==> config.mk <==
export PLATFORM = sky130hd
export DESIGN_NAME = lru_connection_table
export DESIGN_NICKNAME = d
export VERILOG_FILES = /design/src/hw/rtl/lct_pkg.sv /design/src/hw/rtl/lru_connection_table.sv
export SDC_FILE = /design/constraint.sdc
export NUM_CORES = 2
export LEC_CHECK = 0
export BUFFER_PORTS_ARGS = -buffer_cell sky130_fd_sc_hd__buf_2
export CELL_PAD_IN_SITES_DETAIL_PLACEMENT = 1
export CELL_PAD_IN_SITES_GLOBAL_PLACEMENT = 1
export CORE_MARGIN = 4
export CORE_UTILIZATION = 40
export DETAILED_ROUTE_END_ITERATION = 16
export PLACE_DENSITY = 0.66
export RECOVER_POWER = 50
export SETUP_SLACK_MARGIN = 0.1
export SLEW_MARGIN = 20
export SYNTH_ARGS = -nofsm -noshare
export SYNTH_HDL_FRONTEND = slang
export SYNTH_SLANG_ARGS = --single-unit
export TNS_END_PERCENT = 50
==> constraint.sdc <==
create_clock -name clk -period 12.05 [get_ports clk]
set_input_delay 0 -clock clk [delete_from_list [all_inputs] [get_ports clk]]
set_output_delay 0 -clock clk [all_outputs]
set_load 0.01 [all_outputs]
==> src/hw/rtl/lct_pkg.sv <==
// lct_pkg: shared constants for the lru connection table
// command codes, field widths and the default table depth; no dependencies

package lct_pkg;

    localparam int unsigned DEF_ENTRIES = 16;

    localparam int unsigned CMD_W    = 2;
    localparam int unsigned ADDR_W   = 32;
    localparam int unsigned HANDLE_W = 16;
    localparam int unsigned SLOT_W   = 4;
    localparam int unsigned TIME_W   = 32;

    typedef enum logic [CMD_W-1:0] {
        CMD_LOOKUP = 2'd0,
        CMD_INSERT = 2'd1,
        CMD_TICK   = 2'd2,
        CMD_NOP    = 2'd3
    } cmd_t;

endpackage

==> src/hw/rtl/lru_connection_table.sv <==
// lru_connection_table: fully associative address-to-handle table, lru replacement
// entry data lives in synchronous memories walked one entry per cycle; uses lct_pkg
//
// usage:
//   a transaction is taken at a rising edge with start high and busy low; command,
//   address and handle are sampled there. busy stays high while the table is walked.
//   each transaction gives one result: done is high for exactly one cycle with hit,
//   found_handle, slot, evicted and evicted_handle valid in that same cycle. the
//   receiver cannot stall, so the result must be taken when done is high.
// sequencing:
//   tick and the unused command: done is high in the cycle after the transaction is taken.
//   lookup and insert: the memories are read one entry per cycle with a registered
//   read; the walk covers all ENTRIES, then the finish state registers the results
//   and done. a hit or a free entry ends the walk early. the single memory read port
//   per field is why entries are read one at a time. start may be given again in the cycle done is high.
// reset:
//   rst_n clears all valid marks, the time counter and the control state at once;
//   no clearing pass is needed and the table is usable right after reset.

module lru_connection_table
    import lct_pkg::*;
#(
    parameter int unsigned ENTRIES = DEF_ENTRIES
)
(
    input  logic                clk,
    input  logic                rst_n,
    input  logic                start,
    output logic                busy,
    input  logic [CMD_W-1:0]    command,
    input  logic [ADDR_W-1:0]   address,
    input  logic [HANDLE_W-1:0] handle,
    output logic                done,
    output logic                hit,
    output logic [HANDLE_W-1:0] found_handle,
    output logic [SLOT_W-1:0]   slot,
    output logic                evicted,
    output logic [HANDLE_W-1:0] evicted_handle
);

    localparam int unsigned IDX_W = (ENTRIES > 1) ? $clog2(ENTRIES) : 1;
    localparam logic [IDX_W-1:0] LAST_IDX = IDX_W'(ENTRIES - 1);

    typedef enum logic [1:0] {
        ST_IDLE,
        ST_SCAN,
        ST_FINISH
    } state_t;

    // entry storage
    logic [ADDR_W-1:0]   addr_mem [ENTRIES];
    logic [HANDLE_W-1:0] hdl_mem  [ENTRIES];
    logic [TIME_W-1:0]   lu_mem   [ENTRIES];

    logic [ADDR_W-1:0]   addr_rd_reg;
    logic [HANDLE_W-1:0] hdl_rd_reg;
    logic [TIME_W-1:0]   lu_rd_reg;

    state_t              state_reg;
    logic [ENTRIES-1:0]  valid_reg;
    logic [TIME_W-1:0]   time_reg;
    cmd_t                cmd_reg;
    logic [ADDR_W-1:0]   key_reg;
    logic [HANDLE_W-1:0] new_hdl_reg;
    logic [IDX_W-1:0]    rd_idx_reg;
    logic                issue_reg;
    logic [IDX_W-1:0]    eval_idx_reg;
    logic                eval_vld_reg;
    logic [IDX_W-1:0]    victim_reg;
    logic [HANDLE_W-1:0] victim_hdl_reg;
    logic [TIME_W-1:0]   max_age_reg;
    logic                match_reg;
    logic                free_reg;

    logic                done_reg;
    logic                hit_reg;
    logic [HANDLE_W-1:0] found_handle_reg;
    logic [SLOT_W-1:0]   slot_reg;
    logic                evicted_reg;
    logic [HANDLE_W-1:0] evicted_handle_reg;

    logic                accept;
    logic                ent_valid;
    logic [TIME_W-1:0]   age;
    logic                hit_now;
    logic                free_now;
    logic                better_now;
    logic                last_now;
    logic                wr_all;
    logic                wr_lu;

    assign busy           = (state_reg != ST_IDLE);
    assign accept         = start && !busy;
    assign done           = done_reg;
    assign hit            = hit_reg;
    assign found_handle   = found_handle_reg;
    assign slot           = slot_reg;
    assign evicted        = evicted_reg;
    assign evicted_handle = evicted_handle_reg;

    always_comb
    begin
        ent_valid  = valid_reg[eval_idx_reg];
        age        = time_reg - lu_rd_reg;
        hit_now    = eval_vld_reg && (cmd_reg == CMD_LOOKUP) && ent_valid
                     && (addr_rd_reg == key_reg);
        free_now   = eval_vld_reg && (cmd_reg == CMD_INSERT) && !ent_valid;
        better_now = eval_vld_reg && (cmd_reg == CMD_INSERT) && ent_valid
                     && ((age > max_age_reg) || (eval_idx_reg == '0));
        last_now   = eval_vld_reg && (eval_idx_reg == LAST_IDX);
        wr_all     = (state_reg == ST_FINISH) && (cmd_reg == CMD_INSERT);
        wr_lu      = wr_all || ((state_reg == ST_FINISH) && match_reg);
    end

    // memory read and write ports
    always_ff @(posedge clk)
    begin
        addr_rd_reg <= addr_mem[rd_idx_reg];
        hdl_rd_reg  <= hdl_mem[rd_idx_reg];
        lu_rd_reg   <= lu_mem[rd_idx_reg];
        if (wr_all)
        begin
            addr_mem[victim_reg] <= key_reg;
            hdl_mem[victim_reg]  <= new_hdl_reg;
        end
        if (wr_lu)
        begin
            lu_mem[victim_reg] <= time_reg;
        end
    end

    // walk datapath
    always_ff @(posedge clk)
    begin
        if (accept)
        begin
            key_reg     <= address;
            new_hdl_reg <= handle;
            max_age_reg <= '0;
            victim_reg  <= '0;
            victim_hdl_reg <= '0;
        end
        else if (state_reg == ST_SCAN)
        begin
            if (hit_now || free_now)
            begin
                victim_reg     <= eval_idx_reg;
                victim_hdl_reg <= hdl_rd_reg;
            end
            else if (better_now)
            begin
                victim_reg     <= eval_idx_reg;
                victim_hdl_reg <= hdl_rd_reg;
                max_age_reg    <= age;
            end
        end
    end

    // control and registered results
    always_ff @(posedge clk or negedge rst_n)
    begin
        if (!rst_n)
        begin
            state_reg          <= ST_IDLE;
            valid_reg          <= '0;
            time_reg           <= '0;
            cmd_reg            <= CMD_NOP;
            rd_idx_reg         <= '0;
            issue_reg          <= 1'b0;
            eval_idx_reg       <= '0;
            eval_vld_reg       <= 1'b0;
            match_reg          <= 1'b0;
            free_reg           <= 1'b0;
            done_reg           <= 1'b0;
            hit_reg            <= 1'b0;
            found_handle_reg   <= '0;
            slot_reg           <= '0;
            evicted_reg        <= 1'b0;
            evicted_handle_reg <= '0;
        end
        else
        begin
            done_reg <= 1'b0;
            case (state_reg)
                ST_IDLE:
                begin
                    if (accept)
                    begin
                        cmd_reg            <= cmd_t'(command);
                        rd_idx_reg         <= '0;
                        issue_reg          <= 1'b1;
                        eval_vld_reg       <= 1'b0;
                        match_reg          <= 1'b0;
                        free_reg           <= 1'b0;
                        hit_reg            <= 1'b0;
                        found_handle_reg   <= '0;
                        slot_reg           <= '0;
                        evicted_reg        <= 1'b0;
                        evicted_handle_reg <= '0;
                        if ((cmd_t'(command) == CMD_LOOKUP)
                            || (cmd_t'(command) == CMD_INSERT))
                        begin
                            state_reg <= ST_SCAN;
                        end
                        else
                        begin
                            done_reg <= 1'b1;
                            if (cmd_t'(command) == CMD_TICK)
                            begin
                                time_reg <= time_reg + 1'b1;
                            end
                        end
                    end
                end
                ST_SCAN:
                begin
                    eval_idx_reg <= rd_idx_reg;
                    eval_vld_reg <= issue_reg;
                    if (issue_reg)
                    begin
                        if (rd_idx_reg == LAST_IDX)
                        begin
                            issue_reg <= 1'b0;
                        end
                        else
                        begin
                            rd_idx_reg <= rd_idx_reg + 1'b1;
                        end
                    end
                    if (hit_now || free_now || last_now)
                    begin
                        issue_reg    <= 1'b0;
                        eval_vld_reg <= 1'b0;
                        match_reg    <= hit_now;
                        free_reg     <= free_now;
                        state_reg    <= ST_FINISH;
                    end
                end
                ST_FINISH:
                begin
                    done_reg  <= 1'b1;
                    state_reg <= ST_IDLE;
                    if (cmd_reg == CMD_INSERT)
                    begin
                        valid_reg[victim_reg] <= 1'b1;
                        slot_reg              <= SLOT_W'(victim_reg);
                        evicted_reg           <= !free_reg;
                        evicted_handle_reg    <= free_reg ? '0 : victim_hdl_reg;
                    end
                    else if (match_reg)
                    begin
                        hit_reg          <= 1'b1;
                        found_handle_reg <= victim_hdl_reg;
                        slot_reg         <= SLOT_W'(victim_reg);
                    end
                end
                default:
                begin
                    state_reg <= ST_IDLE;
                end
            endcase
        end
    end

endmodule

==> impl_metrics.yaml <==
routing:
  drtIter0Drc: 2575
  drcViolationCount: 0
  antenna_left: 0
  drtPass1Iterations: 5
  wl_um: 154000
  post_drt_wl_per_cell_um: 26.1
  route.vias.total: 32800
  avgViaCountPerCell: 5.53
layout:
  final_nets: 3885
  fin_cells: 5921
  drive_above_1_share: 0.169
  top_regs: "addr_mem x512, lu_mem x512, hdl_mem x256"
  area_delta_synth_final_pct: 15.6
  fill_cells: 14300
  n_antenna_cell: 0
worst_setup_path:
  cp.arrival_ns: 8.95
  path_common_cell: "o21ai_0"
  cp.required_ns: 12.78
  worstSetupStartpointType: "register"
  cp-end-kind: "register"
  critPathBufInv: 1
  path_class: "reg2reg"
  crit_fanout: 99
  cpPeakStageDelay_ns: 5.27
  cp_top_family: "buffers and inverters"
  path_cells: "clkbuf_1 > nand2b_2 > o21ai_0 > a21oi_1 > o21ai_0 > nand2_1"
  cpMaxStageDelayCell: "clkbuf_1"
  rrSetupSlack_ns: 3.82
synthesis:
  muxShareOfSynthArea: 0.121
  syn_area_um2: 60900
  synth-compound-area-share: 0.0634
  yosysWarnings: 0
  synth.distinct_cells: 66
  yosys.area_share.simple: 0.0305
  synth-seq-cells: 1563
  synth-xor-area-share: 0.0132
  synth_adder_area_share: 0.0137
  syn_inst: 3509
  synth_edf_count: 1328
  synth_top_family_by_area: "multiplexers"
  syn-num-nets: 3628
  yosysSeqAreaShare: 0.741
  avgSynthCellArea_um2: 17.3
  ys_async_sr_fraction: 0.0659
  ys.flop_type: "edfxtp_1"
timing:
  fmax_mhz: 122
  clock_skew_ns: 0.0491
  tightest_slew_ns: 7.52
  fin_ws_ns: 3.82
  setup_viol: 0
  setup_tns_ns: 0
  finalCritPeriodShare: 0.683
  maxSlewHeadroom: -4.01
  grt_setup_unrepaired: "false"
  whs_ns: 0.205
  period_needed_ns: 8.23
  drv_slew: 364
  finalHoldViolCount: 0
power_and_ir_drop:
  finalPower_w: 0.0145
  p_leak_nw: 23.9
  ir_drop_mv: 0.166
  powerDensity_nw_per_um2: 207
clock_tree:
  cts_buffers: 162
  postCtsSetupBuffers: 0
  cts_resized: 0
  insertion_delay_ns: 0.80
  cts_root_buf: "clkbuf_16"
  clock_path_buffers: 3
  cts_tree: "built"
  h-tree-depth: 4
  cts_num_sinks: 1563
  path_clk_slew_ns: 0.06
global_routing:
  antenna_found_initial: 1
  grt_overflow: 0
  grt_pass1_vias: 34900
  grt_pass1_wl_um: 230000
  grt_use_total: 0.196
  grt_max_degree: 132
min_path:
  holdCritPathClass: "in2reg"
floorplan:
  initial_core_util: 0.405
  pin_count: 93
  rows: 142
  die_w_um: 398
  die-area_um2: 159000
  die_y_um: 398
  core-area_um2: 150000
run:
  drv_cap: 8
place:
  port_buffers: 92
  place_hpwl_um: 79100
  pre_cts_ws_ns: 6.23
  dp.cells: 5510
  gp_congestion: 0.772
outcome:
  status: "finished with violations"
  violations: "capacitance limit, slew limit"
final cells by class:
class | count | area [um^2] | share of cell area
multi-input cells | 1685 | 14900 | 0.212
clock inverters | 67 | 826 | 0.0117
well taps | 2016 | 2520 | 0.0358
inverters | 95 | 358 | 0.00508
flip-flops and latches | 1563 | 45100 | 0.641
repair buffers | 259 | 2000 | 0.0284
clock buffers | 236 | 4610 | 0.0656
synthesized netlist by cell type, drive strengths merged, types with 2 or more instances:
| library cell | n | area share |
|---|---|---|
| xor2 | 27 | 0.0039 |
| nand2 | 163 | 0.010 |
| xnor2 | 65 | 0.0094 |
| o21ai | 215 | 0.018 |
| mux4 | 164 | 0.061 |
| a22o | 36 | 0.0052 |
| nor2 | 97 | 0.0060 |
| and2 | 4 | 0.00041 |
| or2 | 21 | 0.0022 |
| nand4 | 26 | 0.0027 |
| o31ai | 2 | 0.00025 |
| nand3 | 47 | 0.0039 |
| nand2b | 6 | 0.00062 |
| dfstp | 2 | 0.00086 |
| mux2 | 91 | 0.017 |
| a21oi | 133 | 0.011 |
| o211ai | 4 | 0.00049 |
| ha | 65 | 0.013 |
| buf | 61 | 0.0052 |
| dfrtp | 101 | 0.042 |
| edfxtp | 1328 | 0.66 |
| a221oi | 81 | 0.012 |
| nor2b | 13 | 0.0013 |
| a22oi | 80 | 0.0099 |
| o21bai | 5 | 0.00062 |
| a31o | 2 | 0.00029 |
| a32oi | 2 | 0.00029 |
| dfxtp | 132 | 0.043 |
| mux2i | 262 | 0.043 |
| o22ai | 2 | 0.00021 |
| a211oi | 7 | 0.00086 |
| a311oi | 2 | 0.00029 |
| a21o | 9 | 0.0011 |
| and4 | 4 | 0.00058 |
| nor3 | 6 | 0.00066 |
| nor4 | 6 | 0.00072 |
| clkbuf | 105 | 0.0065 |
| and3 | 8 | 0.00082 |
| inv | 94 | 0.0058 |
| a21boi | 4 | 0.00068 |
| a31oi | 8 | 0.00082 |
| o21a | 7 | 0.00086 |
stage by stage:
stage / utilization / instance area, um^2
after CTS: 0.468 / 70400
final: 0.468 / 70400
after global routing: 0.468 / 70400
after global placement: 0.425 / 63900
after floorplan: - / 60900
after detailed placement: 0.425 / 63900
routing by layer:
metal | global-route usage | vias to the layer above | share of wire
met1 | 0.274 | 17300 | 0.44
met5 | 0 | - | 0
met4 | 0.0486 | 0 | 0.019
met2 | 0.320 | 883 | 0.48
met3 | 0.0321 | 191 | 0.054
li1 | - | 14300 | -
placed cells by master, fill, tap and decap left out, types with 53 or more instances in the layout:
cell type      instances
dfxtp_1              132
buf_4                 53
mux2_2                87
edfxtp_1            1328
mux4_2               164
clkbuf_1             109
inv_1                 94
xnor2_1               65
nand2_1              162
ha_1                  65
dlygate4sd3_1        102
nor2_1                69
o21ai_0              195
a22oi_1               80
mux2i_1              262
clkbuf_16            164
a21oi_1              133
dfrtp_1               97
a221oi_1              81
power by group:
part	total, W	switching, W	internal, W
Sequential	0.00659	0.000351	0.00624
Combinational	0.00293	0.00168	0.00125
Clock	0.00502	0.00212	0.00290
Total	0.0145	0.00415	0.0104
path summary, 6_finish.rpt:
| check | depth (start not counted) | start | endpoint |
|---|---|---|---|
| worst max register to register | 6 | rd_idx_reg[1]$_DFFE_PN0P_ | addr_rd_reg[18]$_DFF_P_ |
| max in group asynchronous | 4 | rst_n | time_reg[18]$_DFFE_PN0P_ |
| worst max-delay path | 6 | rd_idx_reg[1]$_DFFE_PN0P_ | addr_rd_reg[18]$_DFF_P_ |
| worst min-delay path | 2 | handle[2] | new_hdl_reg[2]$_DFFE_PP_ |
| worst min register to register | 2 | hdl_rd_reg[1]$_DFF_P_ | victim_hdl_reg[1]$_SDFFE_PP0P_ |
| min in group asynchronous | 3 | rst_n | cmd_reg[1]$_DFFE_PN1P_ |
cell families after synthesis:
kind of cell,Yosys count
flops,1563
mux,517
simple gates,404
compound gates,606
xor+xnor,92
buf+inv,261
fa+ha+maj,66
timing repair:
item	4_1_cts	5_1_grt
hold buffers	103	0
endpoints found under the hold margin	123	0
setup endpoints to repair	0	0
Note: power is estimated with default switching activity, not from simulation.
